--- config.mk ---
export PLATFORM = sky130hd
export DESIGN_NAME = dcmp_order
export DESIGN_NICKNAME = d
export VERILOG_FILES = /design/src/decimal128_compare_assert.svh /design/src/dcmp_pkg.sv /design/src/dcmp_order.sv
export SDC_FILE = /design/constraint.sdc
export NUM_CORES = 1
export LEC_CHECK = 0
export ABC_AREA = 0
export BUFFER_PORTS_ARGS = -buffer_cell sky130_fd_sc_hd__buf_2
export CORE_AREA = 2 2 116 118
export DETAILED_ROUTE_END_ITERATION = 16
export DIE_AREA = 0 0 118 120
export PLACE_DENSITY = 0.52
export SYNTH_ARGS = -nofsm -noshare
export SYNTH_HDL_FRONTEND = slang
export SYNTH_SLANG_ARGS = --single-unit
--- constraint.sdc ---
create_clock -name clk -period 3.4 [get_ports clk]
set_input_delay 0.51 -clock clk [delete_from_list [all_inputs] [get_ports clk]]
set_output_delay 0.51 -clock clk [all_outputs]
set_load 0.01 [all_outputs]
--- src/decimal128_compare_assert.svh ---
// ----------------------------------------------------------------------------
// Decimal compare assertion macros
// Concurrent assertion wrappers shared by the decimal compare design. They
// expand to nothing when SYNTHESIS is defined.
// ----------------------------------------------------------------------------
`ifndef DECIMAL128_COMPARE_ASSERT_SVH
`define DECIMAL128_COMPARE_ASSERT_SVH

`ifndef SYNTHESIS
`define DCMP_ASSERT(lbl, prop, msg) \
  lbl: assert property (@(posedge clk) disable iff (rst) prop) else $error(msg);
`define DCMP_ASSERT_ALWAYS(lbl, prop, msg) \
  lbl: assert property (@(posedge clk) prop) else $error(msg);
`else
`define DCMP_ASSERT(lbl, prop, msg)
`define DCMP_ASSERT_ALWAYS(lbl, prop, msg)
`endif

`endif

--- src/dcmp_pkg.sv ---
// ----------------------------------------------------------------------------
// Decimal compare package
// Shared widths, result codes, the stage control group and the table of
// powers of ten.
// ----------------------------------------------------------------------------
package dcmp_pkg;

  localparam int SCALE_W        = 5;
  localparam int LO_W           = 64;
  localparam int HI_W           = 32;
  localparam int FULL_W         = LO_W + HI_W;
  localparam int LIMB_W         = 32;
  localparam int PROD_W         = 2 * LIMB_W;
  localparam int POW_TAB_W      = 128;
  localparam int MAX_SCALE_DEF  = 28;
  localparam int MANTISSA_W_DEF = 96;

  typedef enum logic [1:0] {
    ORDER_LESS    = 2'd0,
    ORDER_EQUAL   = 2'd1,
    ORDER_GREATER = 2'd2
  } order_t;

  // Decisions taken at the front that ride along with the magnitudes.
  typedef struct packed {
    logic   early;        // result already known from zeros or signs
    order_t early_order;
    logic   swapped;      // scaled operand is the second one
    logic   invert;       // first operand negative (both are, unless early)
  } ctl_t;

  function automatic logic [POW_TAB_W-1:0] pow10(input logic [SCALE_W-1:0] d);
    logic [POW_TAB_W-1:0] v;
    unique case (d)
      5'd0:  v = 128'd1;
      5'd1:  v = 128'd10;
      5'd2:  v = 128'd100;
      5'd3:  v = 128'd1000;
      5'd4:  v = 128'd10000;
      5'd5:  v = 128'd100000;
      5'd6:  v = 128'd1000000;
      5'd7:  v = 128'd10000000;
      5'd8:  v = 128'd100000000;
      5'd9:  v = 128'd1000000000;
      5'd10: v = 128'd10000000000;
      5'd11: v = 128'd100000000000;
      5'd12: v = 128'd1000000000000;
      5'd13: v = 128'd10000000000000;
      5'd14: v = 128'd100000000000000;
      5'd15: v = 128'd1000000000000000;
      5'd16: v = 128'd10000000000000000;
      5'd17: v = 128'd100000000000000000;
      5'd18: v = 128'd1000000000000000000;
      5'd19: v = 128'd10000000000000000000;
      5'd20: v = 128'd100000000000000000000;
      5'd21: v = 128'd1000000000000000000000;
      5'd22: v = 128'd10000000000000000000000;
      5'd23: v = 128'd100000000000000000000000;
      5'd24: v = 128'd1000000000000000000000000;
      5'd25: v = 128'd10000000000000000000000000;
      5'd26: v = 128'd100000000000000000000000000;
      5'd27: v = 128'd1000000000000000000000000000;
      5'd28: v = 128'd10000000000000000000000000000;
      default: v = '0;
    endcase
    return v;
  endfunction

  // Number of bits needed to hold ten to the given power.
  function automatic int pow10_bits(input int n);
    logic [POW_TAB_W-1:0] v;
    int w;
    v = pow10(SCALE_W'(n));
    w = 1;
    for (int i = 0; i < POW_TAB_W; i++) begin
      if (v[i]) begin
        w = i + 1;
      end
    end
    return w;
  endfunction

  function automatic int limbs(input int bits);
    return (bits + LIMB_W - 1) / LIMB_W;
  endfunction

endpackage

--- src/dcmp_order.sv ---
// ----------------------------------------------------------------------------
// Decimal compare result stage
// Compares the scaled magnitude with the other mantissa and forms the order
// in the output register.
// ----------------------------------------------------------------------------
module dcmp_order #(
  parameter int MAX_SCALE      = dcmp_pkg::MAX_SCALE_DEF,
  parameter int MANTISSA_WIDTH = dcmp_pkg::MANTISSA_W_DEF
) (
  input  logic                      clk,
  input  logic                      rst,
  input  logic                      in_valid,
  output logic                      in_ready,
  input  dcmp_pkg::ctl_t            ctl,
  input  logic [MANTISSA_WIDTH-1:0] y,
  input  logic [dcmp_pkg::LIMB_W*(dcmp_pkg::limbs(MANTISSA_WIDTH)
                + dcmp_pkg::limbs(dcmp_pkg::pow10_bits(MAX_SCALE)))-1:0] total,
  output logic                      out_valid,
  input  logic                      out_ready,
  output dcmp_pkg::order_t          order
);

  localparam int MW = MANTISSA_WIDTH;
  localparam int TW = dcmp_pkg::LIMB_W * (dcmp_pkg::limbs(MW)
                      + dcmp_pkg::limbs(dcmp_pkg::pow10_bits(MAX_SCALE)));

  logic             valid;
  logic             high_nz, x_gt, x_eq, a_gt;
  dcmp_pkg::order_t order_next;

  assign in_ready  = !valid || out_ready;
  assign out_valid = valid;

  always_comb begin
    high_nz = |total[TW-1:MW];
    x_gt    = high_nz || (total[MW-1:0] > y);
    x_eq    = !high_nz && (total[MW-1:0] == y);
    // When the second operand was scaled, the sense of the magnitude test flips.
    a_gt    = ctl.swapped ? (!x_gt && !x_eq) : x_gt;
    if (ctl.early) begin
      order_next = ctl.early_order;
    end else if (x_eq) begin
      order_next = dcmp_pkg::ORDER_EQUAL;
    end else if (a_gt ^ ctl.invert) begin
      order_next = dcmp_pkg::ORDER_GREATER;
    end else begin
      order_next = dcmp_pkg::ORDER_LESS;
    end
  end

  always_ff @(posedge clk) begin
    if (rst) begin
      valid <= 1'b0;
    end else if (in_ready) begin
      valid <= in_valid;
    end
  end

  always_ff @(posedge clk) begin
    if (in_ready) begin
      order <= order_next;
    end
  end

endmodule
==> metrics <==
WP data required 3.36 ns; Post-synth ARST share 0%; EDFF count, synth 2; GP Congestion 0.895; clock-pin slew on the worst setup and hold paths 0.03 ns; number of synthesized register bits 3; clock tree buffer depth 2; drt pass-1 iters 4; Max Slew Vio Count 0; Root Buffer clkbuf_16; slowest stage cell, crit path nor4_1; Switching Fraction 35.2%; die height 120 um; GRT Residual Overflow 0; Most used DFF post-synth edfxtp_1; Ys Warns 0; multi-input combinational cell area 2360 um^2; site row count 42; Hold Vio Cnt, Final 0; dpl cell area 4550 um^2; total CTS buffers 3; multiplexer area fraction after synthesis 0.399%; crit path DAT 2.78 ns; Crit path max-delay family simple AND/OR/NAND/NOR gates; synthesized area per cell 7.19 um^2; CTS H-tree lvls 1; Achievable Freq 0.355 GHz; fraction of the mapped netlist area in adder cells 42.6%; Layout Cells excl Fill 873; Comb pwr share 65.7%; I/O Buffers 300; final instance area 4630 um^2; final WL 11.3 mm; Post-CTS Setup Bufs 0; cell area after synthesis 2820 um^2; Finished Core Util 35.7%; count leader, synth inv_1; Detailed Place HPWL 10.8 mm; fin crit period 2.81 ns; global-route wire length before repair 17.8 mm; largest family of logic cells by synthesized area adder cells; post-synthesis xor/xnor area fraction 0.311%; Area Growth Syn to Fin 64.1%; width of the die 118 um; fraction of layout instances using a drive strength above 1 44.6%; Fillers 1,398; Max rail drop VDD 0.164 mV; crit share post-route 82.8%; setup_tns 0 ns; Iteration-0 DRC Markers 108; Compound-Gate Fraction of Synth Area 16.3%; Post-Syn Nets 785; most frequent CP cell nand4_1; Routed WL per cell 12.9 um; Post-CTS Resized 0; vias in the first global route 3,892; synth unique cells 37; critical path launch point type input port; share of the synthesized area in the top cell type 42.6%; Critical Path Fanout Max 3; Layout Nets 1,091; sequential fraction of the synthesis area 2.84%; PwrDens 145 nW/um^2; largest net degree at the start of global routing 6; # diodes 0; Post-DRT Antenna Nets 0; worst hold path type input port to register; via/cell ratio 4.46; initial core utilization 21.7%; RSZ-0062 raised after global routing no; clock power share 27.8%; Slew HR 60.4%; Leak Pwr 0.00284 uW; GRT Util Overall 15.3%; slowest stage delay, CP 0.44 ns; Synth Instances 392; outcome finished clean; Area contributors post-synth ha_1 43%, inv_1 13%, a21oi_1 7.3%, nand4_1 6.9%, nor4_1 6.2%; Die ar. 14,200 um^2; Int Pwr 436 uW; final setup violation count 0; simple-gate share of the synthesized area 24.2%; Top Ports 301; cts hold-fix bufs 0; CP Buf/Inv Count 2; Yosys top cell by area ha_1; part of the power in registers 6.5%; drc violations 0; worst-path cell chain buf_2, inv_1, ha_1, nand4_1, nor4_1, nand4_1, a31oi_1, a2111o_1, nor3_1, or3b_1; core area 13,000 um^2; worst-margin pin slew 0.579 ns; clk_skew 0.00102 ns; detailed-route via count 3,896; clk sink count 3; critical path class input port to register; CTS tree yes; Max Cap Viol 0; worst skew pair latency 0.22 ns; PnR Total Power 673 uW; Inst Count DP 869; Register Area 80.1 um^2; Crit. End Element register; initial antenna violation count 0; switching power total 237 uW; synth cell count leaders 100 x inv_1, 96 x ha_1, 41 x a21oi_1
## power groups by stage
stage,logic (uW),registers (uW),clock network [uW]
2_1_floorplan,206,45.7,0
3_3_place_gp,435,44.3,0
3_5_place_dp,446,44.8,0
4_1_cts,449,44.0,191
5_1_grt,513,44.4,196
6_report,442,43.8,187
## sequential cells by signal, summed over array words and instances (netlist names)
register,flops
out_valid,1
order,2
## metrics by stage
stage	hold slack (ns)	worst slack [ns]
6_report	0.440	0.586
5_1_grt	0.449	0.340
4_1_cts	0.439	0.551
3_5_place_dp	0.613	0.320
3_3_place_gp	0.593	0.443
2_1_floorplan	0.579	0.811
## cell type report
type                            count  share of cell area (%)
Tap cell                          176                    4.76
Clock buffer                        4                    1.70
Multi-Input combinational cell    289                    51.1
Inverter                          100                    8.11
Timing Repair Buffer              301                    32.6
Sequential cell                     3                    1.73
## path summary, 6_finish.rpt
| check | start | to | slack, ns | cells after the start |
|---|---|---|---|---|
| worst max-delay path | y[91] | order[1] | 0.59 | 10 |
| worst min-delay path | rst | out_valid | 0.44 | 2 |
| worst max register to register | out_valid | order[0] | 2.62 | 1 |
| worst min register to register | out_valid | out_valid | 0.61 | 2 |
## per-layer routing
layer  wire length, um  vias up  track usage [%]
li1                  -     2054                -
met1              4950     1683             19.0
met2              5390      157             27.8
met3               882        2             3.66
met4                32        0             1.13
met5                 0        -                0
## placed cells by master (no fill, tap or decap), drive strengths merged
master   Yosys  layout
nor3         6       6
ha          96      96
and4         2       2
dfxtp        1       1
edfxtp       2       2
a22oi        2       2
or3b         1       1
buf          0     301
a221o        3       3
nand4       31      31
a31oi        1       1
nor2         6       6
a21o         6       6
or4          1       1
a32oi        1       1
a2111o       1       1
nor4        30      30
o21ai       10      10
a2111oi      3       3
nor3b        1       1
o211ai       3       3
nand2       18      18
nand2b       2       2
or4b         1       1
nand3b       1       1
o2bb2ai      1       1
a211oi       3       3
nand3       13      13
o41ai        1       1
clkbuf       0       4
nor2b        2       2
mux2         1       1
inv        100     100
a21oi       41      41
xor2         1       1
## cell families (layout without fill, tap and decap cells)
group / after synthesis / after routing
compound gates: 76 / 76
fa+ha+maj: 96 / 96
buf+inv: 100 / 405
flops: 3 / 3
xor+xnor: 1 / 1
mux: 1 / 1
simple gates: 115 / 115
No activity file was read; power rests on OpenSTA's default activity.
