==> config.mk <==
export PLATFORM = sky130hd
export DESIGN_NAME = dcmp_align
export DESIGN_NICKNAME = d
export VERILOG_FILES = /design/src/decimal128_compare_assert.svh /design/src/dcmp_pkg.sv /design/src/dcmp_align.sv
export SDC_FILE = /design/constraint.sdc
export NUM_CORES = 1
export LEC_CHECK = 0
export ABC_AREA = 1
export ABC_CLOCK_PERIOD_IN_PS = 15300
export BUFFER_PORTS_ARGS = -buffer_cell sky130_fd_sc_hd__buf_2
export CAP_MARGIN = 20
export CORE_AREA = 2 2 192 194
export CTS_CLUSTER_DIAMETER = 60
export CTS_CLUSTER_SIZE = 16
export DETAILED_ROUTE_END_ITERATION = 7
export DIE_AREA = 0 0 194 196
export RECOVER_POWER = 25
export SLEW_MARGIN = 20
export SYNTH_ARGS = -nofsm -noshare
export SYNTH_HDL_FRONTEND = slang
export SYNTH_SLANG_ARGS = --single-unit
==> constraint.sdc <==
create_clock -name clk -period 15.3 [get_ports clk]
set_input_delay 0.765 -clock clk [delete_from_list [all_inputs] [get_ports clk]]
set_output_delay 0.765 -clock clk [all_outputs]
set_load 0.02 [all_outputs]
==> src/decimal128_compare_assert.svh <==
// ----------------------------------------------------------------------------
// Decimal compare assertion macros
// Concurrent assertion wrappers shared by the decimal compare design. They
// expand to nothing when SYNTHESIS is defined.
// ----------------------------------------------------------------------------
`ifndef DECIMAL128_COMPARE_ASSERT_SVH
`define DECIMAL128_COMPARE_ASSERT_SVH

`ifndef SYNTHESIS
`define DCMP_ASSERT(lbl, prop, msg) \
  lbl: assert property (@(posedge clk) disable iff (rst) prop) else $error(msg);
`define DCMP_ASSERT_ALWAYS(lbl, prop, msg) \
  lbl: assert property (@(posedge clk) prop) else $error(msg);
`else
`define DCMP_ASSERT(lbl, prop, msg)
`define DCMP_ASSERT_ALWAYS(lbl, prop, msg)
`endif

`endif

==> src/dcmp_pkg.sv <==
// ----------------------------------------------------------------------------
// Decimal compare package
// Shared widths, result codes, the stage control group and the table of
// powers of ten.
// ----------------------------------------------------------------------------
package dcmp_pkg;

  localparam int SCALE_W        = 5;
  localparam int LO_W           = 64;
  localparam int HI_W           = 32;
  localparam int FULL_W         = LO_W + HI_W;
  localparam int LIMB_W         = 32;
  localparam int PROD_W         = 2 * LIMB_W;
  localparam int POW_TAB_W      = 128;
  localparam int MAX_SCALE_DEF  = 28;
  localparam int MANTISSA_W_DEF = 96;

  typedef enum logic [1:0] {
    ORDER_LESS    = 2'd0,
    ORDER_EQUAL   = 2'd1,
    ORDER_GREATER = 2'd2
  } order_t;

  // Decisions taken at the front that ride along with the magnitudes.
  typedef struct packed {
    logic   early;        // result already known from zeros or signs
    order_t early_order;
    logic   swapped;      // scaled operand is the second one
    logic   invert;       // first operand negative (both are, unless early)
  } ctl_t;

  function automatic logic [POW_TAB_W-1:0] pow10(input logic [SCALE_W-1:0] d);
    logic [POW_TAB_W-1:0] v;
    unique case (d)
      5'd0:  v = 128'd1;
      5'd1:  v = 128'd10;
      5'd2:  v = 128'd100;
      5'd3:  v = 128'd1000;
      5'd4:  v = 128'd10000;
      5'd5:  v = 128'd100000;
      5'd6:  v = 128'd1000000;
      5'd7:  v = 128'd10000000;
      5'd8:  v = 128'd100000000;
      5'd9:  v = 128'd1000000000;
      5'd10: v = 128'd10000000000;
      5'd11: v = 128'd100000000000;
      5'd12: v = 128'd1000000000000;
      5'd13: v = 128'd10000000000000;
      5'd14: v = 128'd100000000000000;
      5'd15: v = 128'd1000000000000000;
      5'd16: v = 128'd10000000000000000;
      5'd17: v = 128'd100000000000000000;
      5'd18: v = 128'd1000000000000000000;
      5'd19: v = 128'd10000000000000000000;
      5'd20: v = 128'd100000000000000000000;
      5'd21: v = 128'd1000000000000000000000;
      5'd22: v = 128'd10000000000000000000000;
      5'd23: v = 128'd100000000000000000000000;
      5'd24: v = 128'd1000000000000000000000000;
      5'd25: v = 128'd10000000000000000000000000;
      5'd26: v = 128'd100000000000000000000000000;
      5'd27: v = 128'd1000000000000000000000000000;
      5'd28: v = 128'd10000000000000000000000000000;
      default: v = '0;
    endcase
    return v;
  endfunction

  // Number of bits needed to hold ten to the given power.
  function automatic int pow10_bits(input int n);
    logic [POW_TAB_W-1:0] v;
    int w;
    v = pow10(SCALE_W'(n));
    w = 1;
    for (int i = 0; i < POW_TAB_W; i++) begin
      if (v[i]) begin
        w = i + 1;
      end
    end
    return w;
  endfunction

  function automatic int limbs(input int bits);
    return (bits + LIMB_W - 1) / LIMB_W;
  endfunction

endpackage

==> src/dcmp_align.sv <==
// ----------------------------------------------------------------------------
// Decimal compare front stage
// Masks the mantissas, saturates the scales, settles zero and sign cases and
// picks the operand to scale together with its power of ten.
// ----------------------------------------------------------------------------
module dcmp_align #(
  parameter int MAX_SCALE      = dcmp_pkg::MAX_SCALE_DEF,
  parameter int MANTISSA_WIDTH = dcmp_pkg::MANTISSA_W_DEF
) (
  input  logic                         clk,
  input  logic                         rst,
  input  logic                         in_valid,
  output logic                         in_ready,
  input  logic [dcmp_pkg::LO_W-1:0]    a_mantissa_low,
  input  logic [dcmp_pkg::HI_W-1:0]    a_mantissa_high,
  input  logic [dcmp_pkg::SCALE_W-1:0] a_scale,
  input  logic                         a_negative,
  input  logic [dcmp_pkg::LO_W-1:0]    b_mantissa_low,
  input  logic [dcmp_pkg::HI_W-1:0]    b_mantissa_high,
  input  logic [dcmp_pkg::SCALE_W-1:0] b_scale,
  input  logic                         b_negative,
  output logic                         out_valid,
  input  logic                         out_ready,
  output dcmp_pkg::ctl_t               ctl,
  output logic [MANTISSA_WIDTH-1:0]    x,
  output logic [MANTISSA_WIDTH-1:0]    y,
  output logic [dcmp_pkg::pow10_bits(MAX_SCALE)-1:0] power
);

  localparam int MW = MANTISSA_WIDTH;
  localparam int PW = dcmp_pkg::pow10_bits(MAX_SCALE);
  localparam logic [dcmp_pkg::SCALE_W-1:0] SCALE_TOP = dcmp_pkg::SCALE_W'(MAX_SCALE);

  logic                              valid;
  logic [dcmp_pkg::FULL_W-1:0]       a_full, b_full;
  logic [MW-1:0]                     a_m, b_m;
  logic [dcmp_pkg::SCALE_W-1:0]      sa, sb, diff;
  logic                              a_first;
  logic [dcmp_pkg::POW_TAB_W-1:0]    pow_full;
  logic                              both_zero;
  dcmp_pkg::ctl_t                    ctl_next;

  assign in_ready  = !valid || out_ready;
  assign out_valid = valid;

  always_comb begin
    a_full    = {a_mantissa_high, a_mantissa_low};
    b_full    = {b_mantissa_high, b_mantissa_low};
    a_m       = a_full[MW-1:0];
    b_m       = b_full[MW-1:0];
    sa        = (a_scale > SCALE_TOP) ? SCALE_TOP : a_scale;
    sb        = (b_scale > SCALE_TOP) ? SCALE_TOP : b_scale;
    a_first   = sa < sb;
    diff      = a_first ? (sb - sa) : (sa - sb);
    pow_full  = dcmp_pkg::pow10(diff);
    both_zero = (a_m == '0) && (b_m == '0);

    ctl_next.early   = both_zero || (a_negative != b_negative);
    if (both_zero) begin
      ctl_next.early_order = dcmp_pkg::ORDER_EQUAL;
    end else if (a_negative) begin
      ctl_next.early_order = dcmp_pkg::ORDER_LESS;
    end else begin
      ctl_next.early_order = dcmp_pkg::ORDER_GREATER;
    end
    ctl_next.swapped = !a_first;
    ctl_next.invert  = a_negative;
  end

  always_ff @(posedge clk) begin
    if (rst) begin
      valid <= 1'b0;
    end else if (in_ready) begin
      valid <= in_valid;
    end
  end

  always_ff @(posedge clk) begin
    if (in_ready) begin
      ctl   <= ctl_next;
      x     <= a_first ? a_m : b_m;
      y     <= a_first ? b_m : a_m;
      power <= pow_full[PW-1:0];
    end
  end

endmodule

==> flow_summary.json <==
{
  "outcome": "finished, violations left",
  "violations": "capacitance limit, slew limit",
  "synth_top_family_by_area": "simple AND/OR/NAND/NOR gates",
  "syn_to_final_growth_pct": 25.8,
  "hold_violations": 0,
  "path_cells": "buf_2 > inv_1 > nand2_1 > buf_4 > buf_4",
  "syn_area_per_cell_sq_um": 9.67,
  "drtIter0Drc": 1118,
  "wl_per_cell_um": 20.1,
  "remaining_drc_errors": 0,
  "cts_inserted_buffers": 30,
  "place.port_buffers": 496,
  "syn_inst": 1420,
  "crit_family": "buffers and inverters",
  "cts-htree-levels": 1,
  "drive_above_1_share": 0.220,
  "grt_antenna_before_repair": 15,
  "slew_violations": 63,
  "synth_ff_type": "edfxtp_1",
  "yosysWarnings": 0,
  "ys_ff_latch": 282,
  "grt_usage": 0.241,
  "worst_slew_margin_rel": -0.748,
  "post-route-util": 0.478,
  "grt-ovfl-total": 0,
  "viasPerCell": 4.97,
  "worstSetupStartpointType": "input port",
  "fillCellCount": 3467,
  "syn-cell-area_sq_um": 13700,
  "cts_buffer_depth": 3,
  "rows": 70,
  "fin_ws_ns": 10.70,
  "hp-class": "input port to flop",
  "coreArea_sq_um": 36100,
  "cp-end-kind": "flop",
  "clk-insertion-delay-late_ns": 0.57,
  "slowest_stage": "nand2_1",
  "setup_viol": 0,
  "max_freq_ghz": 0.218,
  "grt_pass1_vias": 11200,
  "ant_nets": 0,
  "clkSinkCount": 282,
  "yosysSeqAreaShare": 0.616,
  "synthAdderAreaFrac": 0.0221,
  "grt_max_degree": 121,
  "critPathMaxFanout": 79,
  "vias": 11800,
  "critPathMaxStageDelay_ns": 1.83,
  "synth_xor_area_frac": 0.00128,
  "final_cell_count_no_fill": 2382,
  "rsz0062_at_grt": "no",
  "nNetsFinal": 2116,
  "worst_pin_slew_ns": 2.62,
  "synth_compound_area_frac": 0.0842,
  "power_density_nw_per_um2": 145,
  "worst-endpoint-required_ns": 15.48,
  "synthMuxAreaShare": 0,
  "grt_pass1_wl_um": 69500,
  "cp.arrival_ns": 4.78,
  "tns_ns": 0,
  "dr.pass1.iters": 6,
  "io_pins": 501,
  "dp_hpwl_um": 37100,
  "seqCellArea_sq_um": 8460,
  "crit_path_frequent_cell": "buf_4",
  "place.gp.congestion": 0.966,
  "cts_resized": 0,
  "post-cts-setup-buffers": 0,
  "clkTransAtPathRegs_ns": 0.06,
  "hold_ws_ns": 0.343,
  "cts_tree": "done",
  "synth_edf_count": 281,
  "max_cap_violations": 1,
  "min_period_over_period": 0.300,
  "power.leakage_nw": 8.18,
  "cts_root_buffer": "clkbuf_16",
  "ir_drop_uv": 89.4,
  "fin_worst_skew_ns": 0.0184,
  "multi_input_area_sq_um": 3940,
  "period_minus_slack_ns": 4.60,
  "async_reset_ff_frac": 0,
  "synth_cell_types": 29,
  "pre_cts_slack_ns": 11.09,
  "initial_core_util": 0.380,
  "dieArea_sq_um": 38000,
  "worst-setup-path-type": "input port to flop",
  "die_h_um": 196,
  "die_w_um": 194,
  "cts_hold_buf": 0,
  "dp.cells": 2321,
  "wl_um": 47800,
  "critPathBufInv": 4,
  "yosys.area_share.simple": 0.178
}
Yosys cell counts (6+ instances only):
cell type  count  area [sq um]
nor2_1        53           199
clkbuf_1      23          86.3
buf_2         25           125
nand2_2        9          56.3
buf_4         18           135
nand4_1       55           344
nand2_1      369          1390
inv_1        245           920
ha_1          21           263
a21oi_1       10          50.1
nand3_1       63           315
o21ai_1        8          40.0
edfxtp_1     281          8440
buf_6          6          67.6
o21ai_0      210          1050
routing by layer:
metal | vias to the layer above | track usage | part of all wire
met5 | - | 0 | 0.0017
met3 | 87 | 0.0493 | 0.083
li1 | 5627 | - | -
met4 | 12 | 0.0772 | 0.029
met1 | 5557 | 0.300 | 0.39
met2 | 558 | 0.421 | 0.50
logic make-up after synthesis:
group	count (synthesis)
other cells	1
buf+inv	320
fa+ha+maj	23
flops	282
compound gates	230
simple gates	562
xor+xnor	2
flip-flops by register name, indices dropped and copies added, names as in the netlist:
signal and count:
x 96, y 96, power 84, ctl 5, out_valid 1
path summary, 6_finish.rpt:
kind                                        startpoint                     end  slack (ns)  cells after the start
worst max register to register  out_valid$_SDFFE_PP0P_         x[15]$_DFFE_PP_       10.71                      3
worst min-delay path                               rst  out_valid$_SDFFE_PP0P_        0.34                      2
worst min register to register  out_valid$_SDFFE_PP0P_  out_valid$_SDFFE_PP0P_        2.32                      2
worst max-delay path                         out_ready         x[15]$_DFFE_PP_       10.70                      5
through the flow:
step / instance area (sq um) / total power [mW]
floorplan: 13700 / 1.54
global route: 17300 / 2.62
detailed placement: 16500 / 1.80
finish: 17300 / 2.51
CTS: 17400 / 2.55
global placement: 16500 / 1.80
worst register-to-register path: cells and delay by family, from the launching register on:
family	cells	cell delay, ns
buffers and inverters	2	2.02
flip-flops	1	0.31
AND/OR/NAND/NOR	1	1.83
cell usage in the layout, fill, tap and decap left out, drive strengths merged:
master / n
a21oi: 11
ha: 21
clkinv: 9
dfxtp: 1
nand3: 64
fa: 2
bufinv: 2
inv: 257
conb: 4
o21ai: 218
nor2: 58
o22ai: 1
nand3b: 1
nand4: 55
diode: 8
buf: 350
nor3: 3
nand2: 381
xnor2: 2
edfxtp: 281
clkbuf: 185
final cells by class:
| cell class | count | area share |
|---|---|---|
| Clock buffer | 33 | 0.0454 |
| Inverter | 248 | 0.0542 |
| Clock inverter | 20 | 0.0119 |
| Tap cell | 468 | 0.0339 |
| Sequential cell | 282 | 0.490 |
| Multi-Input combinational cell | 821 | 0.228 |
| Antenna cell | 8 | 0.00116 |
| Timing Repair Buffer | 502 | 0.135 |
report_power, final:
group | internal (mW) | switching [mW]
Sequential | 1.03 | 0.0514
Clock | 0.411 | 0.329
Combinational | 0.173 | 0.517
No activity file was read; power rests on OpenSTA's default activity.
